==> src/design/rvg_pkg.sv <==
// ============================================================================
// rvg_pkg
// Shared types, constants and the generator step function.
// ============================================================================
package rvg_pkg;

    localparam int unsigned MAX_DRAWS_DEF = 64;
    localparam int unsigned DRAW_W        = 11;
    localparam int unsigned STATE_W       = 48;
    localparam int unsigned IDX_W         = 3;

    localparam logic [1:0] MODE_UNIFORM = 2'd0;
    localparam logic [1:0] MODE_GAUSS   = 2'd1;
    localparam logic [1:0] MODE_MAX     = 2'd2;
    localparam logic [1:0] MODE_MEDIAN  = 2'd3;

    localparam logic [IDX_W-1:0] REG_MODE   = 3'd0;
    localparam logic [IDX_W-1:0] REG_SCALE  = 3'd1;
    localparam logic [IDX_W-1:0] REG_OFFSET = 3'd2;
    localparam logic [IDX_W-1:0] REG_COUNT  = 3'd3;
    localparam logic [IDX_W-1:0] REG_SEED   = 3'd4;

    localparam logic [DRAW_W-1:0] GAUSS_DRAWS  = 11'd12;
    localparam logic [DRAW_W-1:0] MEDIAN_DRAWS = 11'd3;

    localparam logic [23:0] LCG_MUL_LO = 24'hECE66D;
    localparam logic [23:0] LCG_MUL_HI = 24'h0005DE;
    localparam logic [47:0] LCG_ADD    = 48'hB;

    typedef struct packed {
        logic              restart;
        logic [1:0]        mode;
        logic [DRAW_W-1:0] draws;
    } cmd_t;

    typedef struct packed {
        logic [31:0]        scale;
        logic [31:0]        offset;
        logic [STATE_W-1:0] seed;
    } cfg_t;

    function automatic logic [47:0] lcg_next(input logic [47:0] s);
        logic [47:0] lo;
        logic [47:0] mid;
        lo  = 48'(s[23:0]) * 48'(LCG_MUL_LO);
        mid = 48'(s[47:24]) * 48'(LCG_MUL_LO) + 48'(s[23:0]) * 48'(LCG_MUL_HI);
        return lo + {mid[23:0], 24'd0} + LCG_ADD;
    endfunction

endpackage

==> src/design/rvg_front.sv <==
// ============================================================================
// rvg_front
// Holds the configuration registers and turns each request into a command.
// ============================================================================
module rvg_front #(
    parameter int unsigned MAX_DRAWS = rvg_pkg::MAX_DRAWS_DEF
) (
    input  logic                      clk,
    input  logic                      rst_n,
    input  logic                      cfg_valid,
    output logic                      cfg_ready,
    input  logic [rvg_pkg::IDX_W-1:0] cfg_index,
    input  logic [47:0]               cfg_data,
    input  logic                      in_valid,
    output logic                      in_ready,
    input  logic                      restart,
    input  logic                      q_full,
    output logic                      q_push,
    output rvg_pkg::cmd_t             q_cmd,
    output rvg_pkg::cfg_t             cfg
);

    logic [1:0]  mode_reg;
    logic [31:0] scale_reg;
    logic [31:0] offset_reg;
    logic [6:0]  count_reg;
    logic [47:0] seed_reg;
    logic [rvg_pkg::DRAW_W-1:0] count_ext;
    logic [rvg_pkg::DRAW_W-1:0] draws_max;

    assign cfg_ready = 1'b1;
    assign in_ready  = !q_full;
    assign q_push    = in_valid && !q_full;

    always_ff @(posedge clk or negedge rst_n)
    begin
        if (!rst_n)
        begin
            mode_reg   <= rvg_pkg::MODE_GAUSS;
            scale_reg  <= 32'd65536;
            offset_reg <= 32'd0;
            count_reg  <= 7'd1;
            seed_reg   <= 48'd0;
        end
        else if (cfg_valid)
        begin
            case (cfg_index)
                rvg_pkg::REG_MODE:   mode_reg   <= cfg_data[1:0];
                rvg_pkg::REG_SCALE:  scale_reg  <= cfg_data[31:0];
                rvg_pkg::REG_OFFSET: offset_reg <= cfg_data[31:0];
                rvg_pkg::REG_COUNT:  count_reg  <= cfg_data[6:0];
                rvg_pkg::REG_SEED:   seed_reg   <= cfg_data;
                default:             ;
            endcase
        end
    end

    assign count_ext = rvg_pkg::DRAW_W'(count_reg);
    assign draws_max = rvg_pkg::DRAW_W'(MAX_DRAWS);

    always_comb
    begin
        q_cmd.restart = restart;
        q_cmd.mode    = mode_reg;
        case (mode_reg)
            rvg_pkg::MODE_GAUSS:  q_cmd.draws = rvg_pkg::GAUSS_DRAWS;
            rvg_pkg::MODE_MEDIAN: q_cmd.draws = rvg_pkg::MEDIAN_DRAWS;
            rvg_pkg::MODE_MAX:
            begin
                if (count_ext == '0)
                    q_cmd.draws = rvg_pkg::DRAW_W'(1);
                else if (count_ext > draws_max)
                    q_cmd.draws = draws_max;
                else
                    q_cmd.draws = count_ext;
            end
            default:              q_cmd.draws = rvg_pkg::DRAW_W'(1);
        endcase
    end

    assign cfg.scale  = scale_reg;
    assign cfg.offset = offset_reg;
    assign cfg.seed   = seed_reg;

endmodule

==> config.mk <==
export PLATFORM = sky130hd
export DESIGN_NAME = rvg_front
export DESIGN_NICKNAME = d
export VERILOG_FILES = /design/src/design/rvg_pkg.sv /design/src/design/rvg_front.sv
export SDC_FILE = /design/constraint.sdc
export NUM_CORES = 1
export LEC_CHECK = 0
export ABC_AREA = 0
export BUFFER_PORTS_ARGS = -buffer_cell sky130_fd_sc_hd__buf_2
export CELL_PAD_IN_SITES_DETAIL_PLACEMENT = 1
export CELL_PAD_IN_SITES_GLOBAL_PLACEMENT = 1
export CORE_ASPECT_RATIO = 0.75
export CORE_MARGIN = 1
export CORE_UTILIZATION = 39
export CTS_CLUSTER_DIAMETER = 40
export DETAILED_ROUTE_END_ITERATION = 16
export GPL_TIMING_DRIVEN = 1
export PLACE_DENSITY = 0.8
export SYNTH_ARGS = -nofsm -noshare
export SYNTH_HDL_FRONTEND = slang
export SYNTH_SLANG_ARGS = --single-unit
==> constraint.sdc <==
create_clock -name clk -period 1.3 [get_ports clk]
set_clock_uncertainty 0.2 [all_clocks]
set_input_delay 0.13 -clock clk [delete_from_list [all_inputs] [get_ports clk]]
set_output_delay 0.13 -clock clk [all_outputs]
set_load 0.01 [all_outputs]
; ---- Yosys cells after proc, flatten, opt, wreduce, memory -nomap -nowiden
; Cells that the tools add are included.
[classes]
n_lt_le_gt_ge = 1
eq_ne = 7
n_mux = 3
reduce_logical = 9
[op_table]
columns = cell, n
row1 = 7-bit one-hot mux with 3 select lines, 1
row2 = 7-bit 2-to-1 mux, 2
row3 = 11-bit zero test, 1
row4 = 2-bit AND reduction, 5
row5 = 7-bit greater-than comparator (second input constant), 1
row6 = 3-bit by 2-bit == test with 1-bit output (second input constant), 2
row7 = 2-bit == test (second input constant), 2
row8 = 3-bit by 1-bit == test with 1-bit output (second input constant), 1
row9 = 3-bit == test (second input constant), 1
row10 = 3-bit zero test, 1
row11 = 2-bit by 1-bit == test with 1-bit output (second input constant), 1
row12 = 1-bit logical AND, 1
row13 = 1-bit zero test, 1
[totals]
regBits = 121
inputBits = 57
out_inout_bits = 129
wordCells = 25

; ---- Depth between registers and ports, before layout
; Gate-level depths: netlist of the first run.
[logic_depth]
word_depth = 4
ltp_mapped = 5
mapped_depth_nobuf = 3

; ---- Worst setup path before layout of the first run
; No wires, ideal clock.
[synth_timing]
path_kind = register to output
from = register mode_reg[0]
to = output q_cmd[0] in the netlist's numbering
arrival_time_ns = 1.101
path_slack_ns = -0.131
stages_incl_launch_ff = 4
path_cell_list = dfstp_2 -> nand2b_1 -> nor2_1 -> nor3_1
[synth_lines]
columns = item, line
row1 = from (decl), rvg_front.sv:23  ; logic [1:0] mode_reg;
row2 = from (signal assigned), rvg_front.sv:39  ; mode_reg <= rvg_pkg::MODE_GAUSS;
row3 = from (signal assigned), rvg_front.sv:48  ; rvg_pkg::REG_MODE: mode_reg <= cfg_data[1:0];
row4 = to (decl), rvg_front.sv:19  ; output rvg_pkg::cmd_t q_cmd,

==> impl_metrics.toml, run 1 <==
[setup_path]
crit_path_end_kind = "output port"
cpMaxStageDelayCell = "dfstp_2"
crit_arrival_ns = 1.51
r2r_cells = 2
critPathKind = "reg -> out"
start_kind = "flip-flop"
required_ns = 0.97
cp_slowest_stage_delay_ns = 0.56
path_cells = "nand2b_4 -> nor2_4 -> nor3_2 -> buf_2"
worst-path-max-fanout = 4
rrSetupSlack_ns = 0.17

[die]
io_pins = 186
start_util_pct = 40.26
dieHeight_um = 97.17
row_count = 34
die_area_um2 = 12520
placeableCoreArea_um2 = 11700
die_w_um = 128.9

[power_and_ir_drop]
power_density_nw_per_um2 = 1827
combPwrFrac_pct = 22.9
p_leak_nw = 3.534
seqPwrFrac_pct = 38.3
p_int_mw = 9.675
netSwitchingFraction_pct = 27.83
p_clk_share_pct = 38.7
switching_power_mw = 3.731
ir_worst_vdd_uv = 1057

[detailed_routing]
routed_via_density = 4.680
vias = 3384
ant_nets = 0
first_pass_iters = 4
routed_wl_mm = 14.17
wl_per_cell_um = 19.59
post-route-drc-count = 0
drtIter0Drc = 105

[logic_synthesis]
synth.distinct_cells = 22
synth_xor_xnor_area_share_pct = 0
synth_warnings = 0
synth_area_um2 = 4710
yosysSeqAreaShare_pct = 64.37
synthMuxAreaShare_pct = 28.93
syn_avg_cell_area_um2 = 16.47
syn_inst = 286
synth_seq_cells = 121
synthAdderAreaFrac_pct = 0
synthSimpleGateAreaFrac_pct = 2.338
synth-compound-area-share_pct = 0.5845
synth_top_family_by_area = "multiplexers"

[clock_network]
numCtsBuffers = 17
clk_pin_slew_ns = 0.06
cts_sinks = 121
clock-root-buffer = "clkbuf_16"
clock_path_buffers = 2
clk_latency_ns = 0.40
cts_max_level = 4
cts_tree = "built"

[worst_hold_path]
worst_hold_path_type = "in -> async"

[cells_and_area]
nets = 605
utilization_pct = 62.72
area_delta_synth_final_pct = 55.79
layout-drive-gt1-share_pct = 52.41
fill_cells = 1141
largest_reg_flops = 48
final_area_um2 = 7337
regArea_um2 = 3033
antenna_cells = 0
multi_input_area_um2 = 1584

[timing]
setup_ws_ns = -0.5393
min_period_ns = 1.839
report.final.slew_viol_count = 0
min_period_over_period_pct = 141.5
hold_ws_ns = -0.001756
rsz0062_at_grt = "yes"
hold_viol = 3
fin_tns_setup_ns = -4.108
setup_viol = 11
fmax_mhz = 543.7

[placement]
placement.io_buffers = 178
dpl-instance-area_um2 = 5931
finalWeightedCongestion = 0.7352
place_ws_ns = -0.3326
dpl.hpwl_mm = 9.072

[global_route]
grt_overflow = 0
grt_pass1_wl_mm = 21.52
antenna_found_initial = 0
first_global_vias = 3835
grt_usage_pct = 23.09
grt_max_degree = 26

[run_status]
violations = "hold timing, setup timing"
status = "finished, violations left"

[flow_run]
cap_violations = 0
[final cells by class]
| class | instances | share of cell area (%) |
|---|---|---|
| Sequential cell | 121 | 41.34 |
| Timing Repair Buffer | 259 | 25.34 |
| Multi-Input combinational cell | 147 | 21.59 |
| Clock buffer | 18 | 5.849 |
| Clock inverter | 14 | 3.018 |
| Tap cell | 162 | 2.763 |
| Inverter | 2 | 0.1023 |
[worst paths after layout]
check | to | startpoint
setup / recovery | q_cmd[0] | mode_reg[0]
hold / removal | scale_reg[29] | rst_n
setup reg to reg | scale_reg[28] | scale_reg[28]
hold reg to reg | seed_reg[35] | seed_reg[35]
max in group asynchronous | offset_reg[29] | rst_n
min in group clk | q_cmd[13] | restart
[cells in the mapped netlist, drive strengths merged]
master / n / area [um^2]
nor4bb: 2 / 20.02
inv: 2 / 7.510
a211oi: 1 / 7.510
nor3: 3 / 20.02
a21o: 2 / 15.01
nand4b: 1 / 8.760
a21oi: 1 / 5.000
buf: 19 / 162.7
dfstp: 3 / 78.83
mux2: 121 / 1363
nor2: 3 / 11.26
dfrtp: 118 / 2953
nor4b: 1 / 8.760
conb: 2 / 7.510
nor2b: 3 / 18.77
nand2: 1 / 3.750
and2: 2 / 12.51
nand2b: 1 / 6.260
[kinds of logic (layout without fill, tap and decap cells)]
| kind of cell | Yosys count | after routing |
|---|---|---|
| DFF | 121 | 121 |
| other | 2 | 5 |
| buffers and inverters | 21 | 293 |
| and+or+nand+nor | 17 | 17 |
| AOI/OAI and AO/OA | 4 | 4 |
| muxes | 121 | 121 |
[placed cells by master (no fill, tap or decap), drive strengths merged]
cell / synthesis / final
a211oi: 1 / 1
a21o: 2 / 2
a21oi: 1 / 1
and2: 2 / 2
buf: 19 / 209
bufinv: 0 / 5
clkbuf: 0 / 18
clkinv: 0 / 4
clkinvlp: 0 / 3
conb: 2 / 5
dfrtp: 118 / 118
dfstp: 3 / 3
dlygate4sd3: 0 / 50
inv: 2 / 4
mux2: 121 / 121
nand2: 1 / 1
nand2b: 1 / 1
nand4b: 1 / 1
nor2: 3 / 3
nor2b: 3 / 3
nor3: 3 / 3
nor4b: 1 / 1
nor4bb: 2 / 2
[through the flow]
stage	total power, mW	instances
floorplan	6.240	289
global route	14.00	723
finish	13.41	723
global placement	7.527	633
CTS	13.19	717
detailed placement	7.709	633
[critical path: cells and delay by family, from the launching register on]
family        cells  cell delay (ns)
buf+inv           1             0.15
simple gates      3             0.39
flops             1             0.56
[routing by layer]
metal  track usage, %  vias to the layer above  share of wire (%)
met5                0                        -                  0
met4            5.430                        0               0.52
met3            9.416                        8                8.1
met2            40.79                      125                 53
met1            25.74                     1732                 39
li1                 -                     1519                  -
[power groups by stage]
stage                     combinational (mW)  clock (mW)  sequential [mW]
after CTS                               2.83        5.27             5.09
after global placement                  2.48           0             5.05
final                                   3.07        5.19             5.14
after detailed placement                2.59           0             5.12
after floorplan                        0.796           0             5.44
after global routing                    3.30        5.47             5.24
[timing repair]
action / 4_1_cts / 5_1_grt
setup endpoints to repair: 12 / 45
endpoints found under the hold margin: 242 / 2
setup buffers: 3 / 6
hold buffers: 49 / 1
cloned: 0 / 0
pin swaps: 2 / 1
gates resized for setup: 12 / 28
No activity file was read; power rests on OpenSTA's default activity.
==> run 2: changes to the inputs <==
SETUP_SLACK_MARGIN = 0.15   (was unset)
==> impl_metrics.toml, run 2 (synthesis gave the netlist of run 1 again) <==
[setup_path]
start_kind = "flip-flop"
crit_arrival_ns = 1.54
worst-path-max-fanout = 4
critPathKind = "reg -> out"
required_ns = 0.97
crit_path_end_kind = "output port"

[global_route]
first_global_vias = 4149
grt_overflow = 0
grt.met1_usage_pct = 29.24
grt_pass1_wl_mm = 24.05
grt_usage_pct = 26.28
met3_usage_pct = 9.306
antenna_found_initial = 1
top_usage_layer = "met2"
grt_max_degree = 41
gr-usage-met2_pct = 47.23

[timing]
hold_ws_ns = -0.03491
report.final.slew_viol_count = 0
min_period_over_period_pct = 143.7
rsz0062_at_grt = "yes"
hold_viol = 13
min_period_ns = 1.868
setup_ws_ns = -0.5684
setup_viol = 44
fmax_mhz = 535.2

[die]
die_w_um = 128.9
start_util_pct = 40.26
row_count = 34
die_area_um2 = 12520
dieHeight_um = 97.17
placeableCoreArea_um2 = 11700
io_pins = 186

[power_and_ir_drop]
total_power_mw = 14.99
seqPwrFrac_pct = 35.7
p_clk_share_pct = 32.5
p_int_mw = 10.51
power_density_nw_per_um2 = 1746
switching_power_mw = 4.479
p_leak_nw = 4.237
netSwitchingFraction_pct = 29.88
combPwrFrac_pct = 31.8
ir_worst_vdd_uv = 1131

[run_status]
violations = "hold timing, setup timing"
status = "finished, violations left"

[detailed_routing]
routed_wl_mm = 21.54
post-route-drc-count = 0
first_pass_iters = 4
routed_via_density = 4.968
vias = 3940
drtIter0Drc = 190
ant_nets = 0
wl_per_cell_um = 27.16

[clock_network]
clock_path_buffers = 2
clk_latency_ns = 0.42
cts_max_level = 4
cts_tree = "built"
clk_pin_slew_ns = 0.06
hold_buffers = 49
numCtsBuffers = 17
cts_sinks = 121
clock-root-buffer = "clkbuf_16"

[worst_hold_path]
worst_hold_path_type = "in -> async"

[placement]
finalWeightedCongestion = 0.7450
dpl-instance-area_um2 = 6068
placement.io_buffers = 178
dpl.hpwl_mm = 8.315

[cells_and_area]
largest_reg_flops = 48
fill_cells = 1052
final_area_um2 = 8587
area_delta_synth_final_pct = 82.33
nets = 674
layout-drive-gt1-share_pct = 69.21
final_cell_mix = "buf_2 (118), dfrtp_1 (117), mux2_4 (89)"
layout_commonest_cell = "buf_2"

[flow_run]
cap_violations = 0
run 2: cell count changes in the layout (fill, tap and decap cells not counted), moves of 6 or more:
cell and delta:
mux2_1 -71, clkbuf_16 +6, mux2_4 +89, buf_6 +53, buf_4 +38, mux2_2 -18
buf_2 -33
run 2: repair_timing:
action / 4_1_cts / 5_1_grt
setup buffers: 40 / 29
cloned: 2 / 7
pin swaps: 3 / 4
endpoints found under the setup margin: 176 / 198
resized for setup: 46 / 128
endpoints found under the hold margin: 242 / 13
run 2: final timing paths:
| path | to | start | depth (start not counted) | slack (ns) |
|---|---|---|---|---|
| min in group clk | q_cmd[13] | restart | 0 | 0.06 |
| max in group asynchronous | seed_reg[39] | rst_n | 3 | 0.39 |
| worst max-delay path | q_cmd[3] | mode_reg[0] | 4 | -0.57 |
| worst min-delay path | seed_reg[7] | rst_n | 2 | -0.03 |
| worst max register to register | mode_reg[1] | mode_reg[1] | 4 | -0.07 |
| worst min register to register | scale_reg[2] | scale_reg[2] | 1 | 0.30 |
run 2: power groups by stage:
stage	logic (mW)	clock network [mW]	registers, mW
floorplan	0.979	0	5.46
global placement	2.65	0	5.08
detailed placement	2.74	0	5.12
CTS	3.50	4.74	5.11
global route	4.98	5.05	5.41
finish	4.77	4.87	5.35
run 2: through the flow:
stage / instances / util, % / worst slack (ns) / setup TNS (ns)
floorplan: 289 / - / -0.03637 / -2.447
global placement: 633 / 51.87 / -0.2808 / -27.78
detailed placement: 633 / 51.87 / -0.3471 / -33.04
CTS: 756 / 65.58 / -0.5258 / -4.033
global route: 793 / 73.40 / -0.5931 / -6.526
finish: 793 / 73.40 / -0.5684 / -4.899
run 2: worst max-delay path: stages (launching register included):
cell and delay (ns):
dfstp_2 0.57, nand2b_4 0.17, nor2_2 0.07, a21o_1 0.17, buf_2 0.14
run 2: layout make-up:
class	count	area [um^2]	area share (%)
tap	162	202.7	2.360
multi-input combinational	147	1928	22.45
clock buffer	24	491.7	5.726
antenna	1	2.502	0.02914
timing repair buffer	328	2826	32.92
sequential	121	3033	35.32
clock inverter	8	95.09	1.107
inverter	2	7.507	0.08743
run 2: per-layer routing:
layer,vias to the layer above,wire [um],share of wire (%)
li1,1659,-,-
met1,2044,8091,38
met2,185,11600,54
met3,52,1152,5.3
met4,0,693,3.2
met5,-,0,0
