### config.mk
export PLATFORM = sky130hd
export DESIGN_NAME = rvg_queue
export DESIGN_NICKNAME = d
export VERILOG_FILES = /design/src/design/rvg_pkg.sv /design/src/design/rvg_queue.sv
export SDC_FILE = /design/constraint.sdc
export NUM_CORES = 1
export LEC_CHECK = 0
export ABC_AREA = 1
export BUFFER_PORTS_ARGS = -buffer_cell sky130_fd_sc_hd__buf_2
export CORE_MARGIN = 1.5
export CORE_UTILIZATION = 46
export DETAILED_ROUTE_END_ITERATION = 8
export GPL_TIMING_DRIVEN = 0
export PLACE_DENSITY = 0.74
export SYNTH_ARGS = -nofsm -noshare
export SYNTH_HDL_FRONTEND = slang
export SYNTH_SLANG_ARGS = --single-unit
export TNS_END_PERCENT = 1
### constraint.sdc
create_clock -name clk -period 1.35 [get_ports clk]
set_input_delay 0.135 -clock clk [delete_from_list [all_inputs] [get_ports clk]]
set_output_delay 0.135 -clock clk [all_outputs]
set_load 0.02 [all_outputs]
### src/design/rvg_pkg.sv
// ============================================================================
// rvg_pkg
// Shared types, constants and the generator step function.
// ============================================================================
package rvg_pkg;

    localparam int unsigned MAX_DRAWS_DEF = 64;
    localparam int unsigned DRAW_W        = 11;
    localparam int unsigned STATE_W       = 48;
    localparam int unsigned IDX_W         = 3;

    localparam logic [1:0] MODE_UNIFORM = 2'd0;
    localparam logic [1:0] MODE_GAUSS   = 2'd1;
    localparam logic [1:0] MODE_MAX     = 2'd2;
    localparam logic [1:0] MODE_MEDIAN  = 2'd3;

    localparam logic [IDX_W-1:0] REG_MODE   = 3'd0;
    localparam logic [IDX_W-1:0] REG_SCALE  = 3'd1;
    localparam logic [IDX_W-1:0] REG_OFFSET = 3'd2;
    localparam logic [IDX_W-1:0] REG_COUNT  = 3'd3;
    localparam logic [IDX_W-1:0] REG_SEED   = 3'd4;

    localparam logic [DRAW_W-1:0] GAUSS_DRAWS  = 11'd12;
    localparam logic [DRAW_W-1:0] MEDIAN_DRAWS = 11'd3;

    localparam logic [23:0] LCG_MUL_LO = 24'hECE66D;
    localparam logic [23:0] LCG_MUL_HI = 24'h0005DE;
    localparam logic [47:0] LCG_ADD    = 48'hB;

    typedef struct packed {
        logic              restart;
        logic [1:0]        mode;
        logic [DRAW_W-1:0] draws;
    } cmd_t;

    typedef struct packed {
        logic [31:0]        scale;
        logic [31:0]        offset;
        logic [STATE_W-1:0] seed;
    } cfg_t;

    function automatic logic [47:0] lcg_next(input logic [47:0] s);
        logic [47:0] lo;
        logic [47:0] mid;
        lo  = 48'(s[23:0]) * 48'(LCG_MUL_LO);
        mid = 48'(s[47:24]) * 48'(LCG_MUL_LO) + 48'(s[23:0]) * 48'(LCG_MUL_HI);
        return lo + {mid[23:0], 24'd0} + LCG_ADD;
    endfunction

endpackage

### src/design/rvg_queue.sv
// ============================================================================
// rvg_queue
// Two-entry command queue between the front and the back.
// ============================================================================
module rvg_queue (
    input  logic          clk,
    input  logic          rst_n,
    input  logic          push,
    input  rvg_pkg::cmd_t push_cmd,
    output logic          full,
    input  logic          pop,
    output logic          not_empty,
    output rvg_pkg::cmd_t pop_cmd
);

    rvg_pkg::cmd_t entry_reg [2];
    logic       wr_ptr_reg;
    logic       rd_ptr_reg;
    logic [1:0] fill_reg;
    logic       do_pop;

    assign full      = (fill_reg == 2'd2);
    assign not_empty = (fill_reg != 2'd0);
    assign pop_cmd   = entry_reg[rd_ptr_reg];
    assign do_pop    = pop && not_empty;

    always_ff @(posedge clk)
    begin
        if (push)
            entry_reg[wr_ptr_reg] <= push_cmd;
    end

    always_ff @(posedge clk or negedge rst_n)
    begin
        if (!rst_n)
        begin
            wr_ptr_reg <= 1'b0;
            rd_ptr_reg <= 1'b0;
            fill_reg   <= 2'd0;
        end
        else
        begin
            if (push)
                wr_ptr_reg <= !wr_ptr_reg;
            if (do_pop)
                rd_ptr_reg <= !rd_ptr_reg;
            case ({push, do_pop})
                2'b10:   fill_reg <= fill_reg + 2'd1;
                2'b01:   fill_reg <= fill_reg - 2'd1;
                default: fill_reg <= fill_reg;
            endcase
        end
    end

endmodule

; Yosys cells after proc, flatten, opt, wreduce, memory -nomap -nowiden
; Memories as Yosys holds them, arrays and structs flattened.
; Index checks and enable logic that the tools add are counted.
[op_classes]
n_eq_ne = 3
mux = 3
n_addsub = 2
n_reduce_logical = 5
[op_table]
columns = operator, count
row1 = "2-bit == test, second input constant", 2
row2 = 2-bit case mux with 2 select lines, 1
row3 = 2-bit nonzero test, 2
row4 = "2-bit by 1-bit adder with 2-bit output, second input constant", 1
row5 = "2-bit by 1-bit == test with 1-bit output, second input constant", 1
row6 = 1-bit logical NOT, 2
row7 = 1-bit 2-to-1 mux, 2
row8 = "2-bit by 1-bit subtractor with 2-bit output, second input constant", 1
row9 = 1-bit logical AND, 1
[word_totals]
n_memories = 1
in_bits = 18
ramBits = 28
reg_bits = 4
[mem_list]
columns = name, depth, word_bits, rd, rd_ports_with_merged_regs, write_ports, line
row1 = entry_reg, 2, 14, 1, 0, 1, rvg_queue.sv:16  ; rvg_pkg::cmd_t entry_reg [2];

; Depth between registers and ports, before layout
; Gate-level depths: netlist of run 1.
[logic_depth]
word_depth = 4
mapped_depth = 10

; Worst setup path before layout of run 1
; No wires, ideal clock.
[synth_timing]
kind = register -> register
start = register wr_ptr_reg
end = memory entry_reg[0][0] (netlist bit), enable pin
slack_ps = -56
stages_incl_launch_ff = 2
setup_time_ps = 384
path_buffers = 0
t_arrival_ps = 1021
period_less_slack_ps = 1406
cell_sequence = dfrtp_1 -> nor2_1
[synth_lines]
columns = element, line
row1 = start: declaration, rvg_queue.sv:17  ; logic wr_ptr_reg;
row2 = start signal: assignment, rvg_queue.sv:44  ; wr_ptr_reg <= !wr_ptr_reg;
row3 = end: declaration, rvg_queue.sv:16
; Straight into the memory's write port.

==> flow_summary.html, run 1 <==
<table>
<tr><th>Metric</th><th>Value</th></tr>
<tr><th colspan="2">Yosys</th></tr>
<tr><td>Number of synthesized flops with an enable pin</td><td>28</td></tr>
<tr><td>Most instantiated cells after synthesis</td><td>sky130_fd_sc_hd__nand2_1, sky130_fd_sc_hd__edfxtp_1, sky130_fd_sc_hd__nand2_2</td></tr>
<tr><td>Most used standard cell by instance count after synthesis</td><td>sky130_fd_sc_hd__nand2_1</td></tr>
<tr><td>Average footprint of a synthesized cell</td><td>12.7 µm²</td></tr>
<tr><td>Largest area contributor in the synthesized netlist</td><td>sky130_fd_sc_hd__edfxtp_1</td></tr>
<tr><td>Area share of the largest cell type after synthesis</td><td>65.1%</td></tr>
<tr><td>Total of warnings raised by yosys</td><td>0</td></tr>
<tr><td>Post-synth ARST share</td><td>12.5%</td></tr>
<tr><td>Netlist cell types</td><td>15</td></tr>
<tr><td>Synthesized area</td><td>1290 µm²</td></tr>
<tr><td>Syn Nets</td><td>121</td></tr>
<tr><td>Register area share after synthesis</td><td>72.9%</td></tr>
<tr><td>Leading register cell type out of synthesis</td><td>sky130_fd_sc_hd__edfxtp_1</td></tr>
<tr><td>Count of mapped cells out of synthesis</td><td>102</td></tr>
<tr><td>Synth area leaders</td><td>sky130_fd_sc_hd__edfxtp_1, sky130_fd_sc_hd__nand2_1, sky130_fd_sc_hd__dfrtp_1</td></tr>
<tr><td>Yosys reg bits</td><td>32</td></tr>
<tr><th colspan="2">Outcome</th></tr>
<tr><td>Result of the run</td><td>finished with violations</td></tr>
<tr><td>Failing checks</td><td>setup timing</td></tr>
<tr><th colspan="2">Finish</th></tr>
<tr><td>Antenna diode count</td><td>0</td></tr>
<tr><td>Register area</td><td>942 µm²</td></tr>
<tr><td>Share of layout cells above drive strength 1</td><td>44.7%</td></tr>
<tr><td>Nets</td><td>179</td></tr>
<tr><td>Filler Cells Inserted</td><td>209</td></tr>
<tr><td>Growth of design area from synthesis to finish</td><td>44.3%</td></tr>
<tr><td>Flip-flop count of the largest register, all copies and words added</td><td>28</td></tr>
<tr><td>Multi-input combinational cell area</td><td>320 µm²</td></tr>
<tr><th colspan="2">Critical path</th></tr>
<tr><td>Cells along the critical path</td><td>buf_6, inv_8, clkbuf_16, nand2_2, nand2_2, buf_6</td></tr>
<tr><td>Element type at the critical path start</td><td>register</td></tr>
<tr><td>Critical path type</td><td>register to output pin</td></tr>
<tr><td>Highest fanout seen on the critical path</td><td>7</td></tr>
<tr><td>Longest individual stage delay on the worst path</td><td>0.38 ns</td></tr>
<tr><td>Arrival @ worst endpoint</td><td>1.27 ns</td></tr>
<tr><td>CP endpoint kind</td><td>output pin</td></tr>
<tr><td>Worst path slowest cell</td><td>sky130_fd_sc_hd__dfrtp_1</td></tr>
<tr><td>Data required time at the worst endpoint</td><td>1.22 ns</td></tr>
<tr><th colspan="2">Timing</th></tr>
<tr><td>Headroom to the max-slew limit</td><td>63.8%</td></tr>
<tr><td>Number of slew-limit violations in the final report</td><td>0</td></tr>
<tr><td>Number of failing setup endpoints in the final timing report</td><td>11</td></tr>
<tr><td>Final Hold Slack</td><td>0.0188 ns</td></tr>
<tr><td>Total negative setup slack</td><td>-0.408 ns</td></tr>
<tr><td>Post-route fraction of the period consumed by the critical path</td><td>104%</td></tr>
<tr><td>Max Clock Freq</td><td>711 MHz</td></tr>
<tr><td>Transition time at the pin with the least slew margin</td><td>0.542 ns</td></tr>
<tr><td>Time the worst path needs with I/O delays and setup</td><td>1.41 ns</td></tr>
<tr><td>Clock skew after layout</td><td>0.00636 ns</td></tr>
<tr><td>Setup repair after global routing missed its margin</td><td>true</td></tr>
<tr><td>Final Hold Fails</td><td>0</td></tr>
<tr><td>PnR worst setup slack</td><td>-0.0570 ns</td></tr>
<tr><th colspan="2">Floorplanning</th></tr>
<tr><td>Initial Utilization</td><td>47.6%</td></tr>
<tr><td>CORE AREA</td><td>2710 µm²</td></tr>
<tr><td>Die Ht</td><td>56.0 µm</td></tr>
<tr><td>Die Wd</td><td>56.0 µm</td></tr>
<tr><td>Die outline area</td><td>3130 µm²</td></tr>
<tr><td>Site row count</td><td>19</td></tr>
<tr><td>Number of I/O pins</td><td>34</td></tr>
<tr><th colspan="2">Detailed routing</th></tr>
<tr><td>Number of remaining DRC errors</td><td>0</td></tr>
<tr><td>Total number of vias</td><td>887</td></tr>
<tr><td>Routed wire length</td><td>2.40 mm</td></tr>
<tr><td>Antenna Nets Post-Route</td><td>0</td></tr>
<tr><td>WL/cell</td><td>12.5 µm</td></tr>
<tr><td>Routed vias/inst</td><td>4.62</td></tr>
<tr><td>Iteration-0 DRC count of the detailed router</td><td>22</td></tr>
<tr><td>First-pass detailed-route iteration total</td><td>4</td></tr>
<tr><th colspan="2">Pwr</th></tr>
<tr><td>Clock share of power</td><td>12.8%</td></tr>
<tr><td>Internal Dissipation</td><td>0.00242 W</td></tr>
<tr><td>Total Power Consumption</td><td>0.00387 W</td></tr>
<tr><td>Power density of the placed cells</td><td>2080 nW/µm²</td></tr>
<tr><td>Static Leak</td><td>0.816 nW</td></tr>
<tr><td>Switching power total</td><td>0.00145 W</td></tr>
<tr><td>Switching power as a share of total power</td><td>37.5%</td></tr>
<tr><td>Sequential group share of total power</td><td>37.2%</td></tr>
<tr><td>Logic pwr share</td><td>50.0%</td></tr>
<tr><td>Maximum VDD drop</td><td>1.60 mV</td></tr>
<tr><th colspan="2">Clocking</th></tr>
<tr><td>Clk buf depth</td><td>2</td></tr>
<tr><td>Master cell of the clock root buffer</td><td>sky130_fd_sc_hd__clkbuf_4</td></tr>
<tr><td>Insertion delay of the later-clocked pin in the worst-skew pair</td><td>0.32 ns</td></tr>
<tr><td>Clock tree from TritonCTS</td><td>built</td></tr>
<tr><td>CTS H-tree lvls</td><td>2</td></tr>
<tr><td>TritonCTS Buffers</td><td>5</td></tr>
<tr><td>Clock Sink Count</td><td>32</td></tr>
<tr><td>Clock Pin Slew Worst Setup and Hold Paths</td><td>0.09 ns</td></tr>
<tr><th colspan="2">Global route</th></tr>
<tr><td>Tot GR Track Use</td><td>17.3%</td></tr>
<tr><td>Largest net degree at the start of global routing</td><td>15</td></tr>
<tr><td>Overall overflow remaining after global route</td><td>0</td></tr>
<tr><td>Global-route wire length before repair</td><td>4.07 mm</td></tr>
<tr><td>Initial antenna violation count</td><td>0</td></tr>
<tr><td>Number of global-route vias before repair</td><td>984</td></tr>
<tr><th colspan="2">Hold path</th></tr>
<tr><td>Class of the tightest hold or removal check</td><td>input pin to register</td></tr>
<tr><th colspan="2">Placed design</th></tr>
<tr><td>Detailed Place HPWL</td><td>1.45 mm</td></tr>
<tr><td>I/O Buffers</td><td>33</td></tr>
<tr><td>Gpl congestion</td><td>0.644</td></tr>
<tr><td>Placement-stage worst setup slack</td><td>-0.0730 ns</td></tr>
<tr><th colspan="2">Run</th></tr>
<tr><td>Max-cap violation count</td><td>0</td></tr>
</table>
[worst max-delay path, delay by kind of cell, from the launching register on]
kind,cells,cell delay [ns]
DFF,1,0.38
and+or+nand+nor,2,0.11
buffers and inverters,4,0.48
[power by group through the flow]
| stage | Clock, W | Combinational, W | Sequential (W) |
|---|---|---|---|
| 4_1_cts | 0.000512 | 0.00174 | 0.00143 |
| 3_3_place_gp | 0 | 0.00138 | 0.00144 |
| 5_1_grt | 0.000563 | 0.00209 | 0.00146 |
| 3_5_place_dp | 0 | 0.00142 | 0.00145 |
| 6_report | 0.000494 | 0.00193 | 0.00144 |
| 2_1_floorplan | 0 | 0.00102 | 0.00143 |
[worst paths after layout]
check / end / slack [ns] / cells past startpoint / startpoint
min in group asynchronous: fill_reg[1] / 0.14 / 2 / rst_n
max in group asynchronous: fill_reg[0] / 1.07 / 2 / rst_n
hold reg to reg: fill_reg[1] / 0.51 / 2 / fill_reg[1]
setup reg to reg: fill_reg[1] / 0.07 / 9 / fill_reg[0]
setup / recovery: pop_cmd[0] / -0.06 / 6 / rd_ptr_reg
hold / removal: wr_ptr_reg / 0.02 / 2 / push
[through the flow]
stage / utilization [%] / area (µm²) / cells
final: 68.7 / 1860 / 192
after global routing: 68.7 / 1860 / 192
after CTS: 65.8 / 1780 / 187
after detailed placement: 55.3 / 1500 / 166
after global placement: 55.3 / 1500 / 166
after floorplan: - / 1290 / 102
[cell families (layout without fill, tap and decap cells)]
logic type                 Yosys count  count (layout)  share of synthesized area, %
buffers and inverters               11              70                          6.01
xor gates and xnor gates             2               2                          1.36
and+or+nand+nor                     56              56                          18.8
adders and majority gates            1               1                         0.969
DFF                                 32              32                          72.9
[placed cells by master (no fill, tap or decap), types with 2 or more instances in the layout]
cell,synthesis,final
sky130_fd_sc_hd__buf_2,0,20
sky130_fd_sc_hd__buf_4,0,3
sky130_fd_sc_hd__buf_6,2,14
sky130_fd_sc_hd__clkbuf_1,0,2
sky130_fd_sc_hd__clkbuf_4,0,5
sky130_fd_sc_hd__dfrtp_1,4,3
sky130_fd_sc_hd__dlygate4sd3_1,0,15
sky130_fd_sc_hd__edfxtp_1,28,28
sky130_fd_sc_hd__inv_1,6,5
sky130_fd_sc_hd__inv_2,1,2
sky130_fd_sc_hd__nand2_1,40,29
sky130_fd_sc_hd__nand2_2,11,22
sky130_fd_sc_hd__nand3_1,2,2
[what timing repair did]
action                     4_1_cts  5_1_grt
pin swaps                        0        0
resized for setup               33        8
hold buffers                    13        2
hold endpoints to repair        28        4
setup endpoints to repair       26       15
cloned                           0        1
buffers inserted                 0        2
[metal layers]
metal	global-route usage [%]	routed length [µm]	vias up
met3	7.21	116	0
met1	21.0	1020	409
li1	-	-	446
met2	27.9	1260	32
met5	0	0	-
met4	6.12	0	0
[cell type report]
class,count,area share [%]
Multi-Input combinational cell,59,17.2
Clock buffer,7,2.42
Timing Repair Buffer,51,23.2
Inverter,8,2.01
Tap cell,31,2.08
Buffer,3,2.28
Clock inverter,1,0.201
Sequential cell,32,50.6
Note: power is estimated with default switching activity, not from simulation.
==> inputs of run 2 (changes only) <==
Settings changed: CORE_UTILIZATION 46 to 48, CTS_BUF_LIST from default to sky130_fd_sc_hd__clkbuf_2 sky130_fd_sc_hd__clkbuf_4 sky130_fd_sc_hd__clkbuf_8, PLACE_DENSITY 0.74 to 0.77.
==> flow_summary.html, run 2 (synthesized netlist as in run 1, its figures left out) <==
<table>
<tr><th>Metric</th><th>Value</th></tr>
<tr><th colspan="2">Finish</th></tr>
<tr><td>Share of layout cells above drive strength 1</td><td>49.7%</td></tr>
<tr><td>Growth of design area from synthesis to finish</td><td>47.6%</td></tr>
<tr><td>Final cell utilization of the core</td><td>75.5%</td></tr>
<tr><td>Most common library cell in the layout ignoring fill and taps</td><td>sky130_fd_sc_hd__edfxtp_1</td></tr>
<tr><td>Antenna diode count</td><td>0</td></tr>
<tr><td>Filler Cells Inserted</td><td>188</td></tr>
<tr><td>Finished Cell Area</td><td>1910 µm²</td></tr>
<tr><td>Leading cell types in the layout, fill and taps excluded</td><td>sky130_fd_sc_hd__edfxtp_1, sky130_fd_sc_hd__nand2_2, sky130_fd_sc_hd__nand2_1</td></tr>
<tr><td>Count of non-filler cells in the finished layout</td><td>191</td></tr>
<tr><td>Flip-flop count of the largest register, all copies and words added</td><td>28</td></tr>
<tr><td>Multi-input combinational cell area</td><td>338 µm²</td></tr>
<tr><td>Nets</td><td>179</td></tr>
<tr><td>Register area</td><td>941 µm²</td></tr>
<tr><th colspan="2">Detailed routing</th></tr>
<tr><td>WL/cell</td><td>13.1 µm</td></tr>
<tr><td>Routed vias/inst</td><td>4.79</td></tr>
<tr><td>First-pass detailed-route iteration total</td><td>4</td></tr>
<tr><td>Antenna Nets Post-Route</td><td>0</td></tr>
<tr><td>Total number of vias</td><td>914</td></tr>
<tr><td>Iteration-0 DRC count of the detailed router</td><td>17</td></tr>
<tr><td>Number of remaining DRC errors</td><td>0</td></tr>
<tr><td>Routed wire length</td><td>2.50 mm</td></tr>
<tr><th colspan="2">Clocking</th></tr>
<tr><td>Insertion delay of the later-clocked pin in the worst-skew pair</td><td>0.33 ns</td></tr>
<tr><td>CTS H-tree lvls</td><td>2</td></tr>
<tr><td>TritonCTS Buffers</td><td>5</td></tr>
<tr><td>Clock tree from TritonCTS</td><td>built</td></tr>
<tr><td>Master cell of the clock root buffer</td><td>sky130_fd_sc_hd__clkbuf_4</td></tr>
<tr><td>Clk buf depth</td><td>2</td></tr>
<tr><td>Clock Sink Count</td><td>32</td></tr>
<tr><td>Clock Pin Slew Worst Setup and Hold Paths</td><td>0.08 ns</td></tr>
<tr><th colspan="2">Placed design</th></tr>
<tr><td>Placed Instance Area</td><td>1500 µm²</td></tr>
<tr><td>Placement-stage worst setup slack</td><td>-0.0433 ns</td></tr>
<tr><td>I/O Buffers</td><td>33</td></tr>
<tr><td>Gpl congestion</td><td>0.628</td></tr>
<tr><td>Detailed Place HPWL</td><td>1.47 mm</td></tr>
<tr><td>Cell Count Post-Placement</td><td>165</td></tr>
<tr><th colspan="2">Timing</th></tr>
<tr><td>Headroom to the max-slew limit</td><td>71.7%</td></tr>
<tr><td>Max Clock Freq</td><td>720 MHz</td></tr>
<tr><td>Final Hold Fails</td><td>0</td></tr>
<tr><td>Number of slew-limit violations in the final report</td><td>0</td></tr>
<tr><td>Transition time at the pin with the least slew margin</td><td>0.423 ns</td></tr>
<tr><td>Setup repair after global routing missed its margin</td><td>true</td></tr>
<tr><td>Post-route fraction of the period consumed by the critical path</td><td>103%</td></tr>
<tr><td>Number of failing setup endpoints in the final timing report</td><td>14</td></tr>
<tr><td>Time the worst path needs with I/O delays and setup</td><td>1.39 ns</td></tr>
<tr><td>PnR worst setup slack</td><td>-0.0398 ns</td></tr>
<tr><td>Clock skew after layout</td><td>0.0164 ns</td></tr>
<tr><th colspan="2">Critical path</th></tr>
<tr><td>Element type at the critical path start</td><td>register</td></tr>
<tr><td>Critical path type</td><td>register to output pin</td></tr>
<tr><td>Data required time at the worst endpoint</td><td>1.22 ns</td></tr>
<tr><td>Cells along the critical path</td><td>buf_6, inv_8, buf_12, nand2_2, nand2_2, buf_6</td></tr>
<tr><td>CP endpoint kind</td><td>output pin</td></tr>
<tr><td>Longest individual stage delay on the worst path</td><td>0.38 ns</td></tr>
<tr><td>Arrival @ worst endpoint</td><td>1.25 ns</td></tr>
<tr><td>Crit path max-delay family</td><td>buffers and inverters</td></tr>
<tr><td>Buf+Inv Stages, Crit Path</td><td>4</td></tr>
<tr><td>Worst path slowest cell</td><td>sky130_fd_sc_hd__dfrtp_1</td></tr>
<tr><td>Highest fanout seen on the critical path</td><td>5</td></tr>
<tr><th colspan="2">Floorplanning</th></tr>
<tr><td>Initial Utilization</td><td>51.2%</td></tr>
<tr><td>Die outline area</td><td>3010 µm²</td></tr>
<tr><td>CORE AREA</td><td>2520 µm²</td></tr>
<tr><td>Die Wd</td><td>54.9 µm</td></tr>
<tr><td>Die Ht</td><td>54.9 µm</td></tr>
<tr><td>Site row count</td><td>18</td></tr>
<tr><td>Number of I/O pins</td><td>34</td></tr>
<tr><th colspan="2">Hold path</th></tr>
<tr><td>Class of the tightest hold or removal check</td><td>input pin to register</td></tr>
<tr><th colspan="2">Pwr</th></tr>
<tr><td>Clock share of power</td><td>14.0%</td></tr>
<tr><td>Switching power total</td><td>0.00148 W</td></tr>
<tr><td>Power density of the placed cells</td><td>2110 nW/µm²</td></tr>
<tr><td>Logic pwr share</td><td>50.1%</td></tr>
<tr><td>Sequential group share of total power</td><td>35.9%</td></tr>
<tr><td>Internal Dissipation</td><td>0.00255 W</td></tr>
<tr><td>Switching power as a share of total power</td><td>36.8%</td></tr>
<tr><td>Total Power Consumption</td><td>0.00403 W</td></tr>
<tr><td>Static Leak</td><td>0.828 nW</td></tr>
<tr><td>Maximum VDD drop</td><td>1.51 mV</td></tr>
<tr><th colspan="2">Global route</th></tr>
<tr><td>Largest net degree at the start of global routing</td><td>15</td></tr>
<tr><td>Overall overflow remaining after global route</td><td>0</td></tr>
<tr><td>Global-route wire length before repair</td><td>3.56 mm</td></tr>
<tr><td>Initial antenna violation count</td><td>0</td></tr>
<tr><td>Tot GR Track Use</td><td>18.4%</td></tr>
<tr><td>Number of global-route vias before repair</td><td>868</td></tr>
<tr><th colspan="2">Outcome</th></tr>
<tr><td>Failing checks</td><td>setup timing</td></tr>
<tr><td>Result of the run</td><td>finished with violations</td></tr>
<tr><th colspan="2">Run</th></tr>
<tr><td>Max-cap violation count</td><td>0</td></tr>
</table>
run 2: layout make-up:
cell class              count  area share [%]
inverters                   8            2.17
flip-flops and latches     32            49.4
plain buffers               2            1.64
clock buffers               8            3.15
multi-input cells          59            17.7
repair buffers             52            24.0
well taps                  30            1.97
run 2: worst paths after layout:
kind                             start           to  slack, ns  depth (start not counted)
setup / recovery            rd_ptr_reg   pop_cmd[9]      -0.04                          6
hold / removal                    push   wr_ptr_reg       0.02                          2
setup reg to reg           fill_reg[0]  fill_reg[1]       0.09                          8
hold reg to reg            fill_reg[1]  fill_reg[1]       0.51                          2
max in group asynchronous        rst_n   rd_ptr_reg       1.08                          2
min in group asynchronous        rst_n  fill_reg[1]       0.15                          2
run 2: power by group through the flow:
stage	Combinational, W	Clock [W]	Sequential (W)
final	0.00202	0.000562	0.00145
after global routing	0.00219	0.000609	0.00146
after CTS	0.00193	0.000573	0.00144
after detailed placement	0.00142	0	0.00145
after global placement	0.00139	0	0.00144
after floorplan	0.00102	0	0.00143
run 2: per-stage QoR:
stage	hold slack, ns	setup TNS [ns]
finish	0.0153	-0.270
global route	0.0132	-0.989
CTS	0.00453	-0.467
detailed placement	-0.0517	-0.602
global placement	-0.0538	-0.402
floorplan	-0.161	0
run 2: layer usage:
layer  track usage (%)  wire length [µm]
met5                 0                 0
met4              7.50                31
met3              7.65               130
met2              33.7              1400
met1              17.9               932
run 2: repair_timing:
item | 4_1_cts | 5_1_grt
gates resized for setup | 38 | 14
hold buffers | 15 | 0
setup endpoints to repair | 25 | 25
endpoints found under the hold margin | 32 | 0
pin swaps | 0 | 2
cloned | 1 | 0
setup buffers | 3 | 0
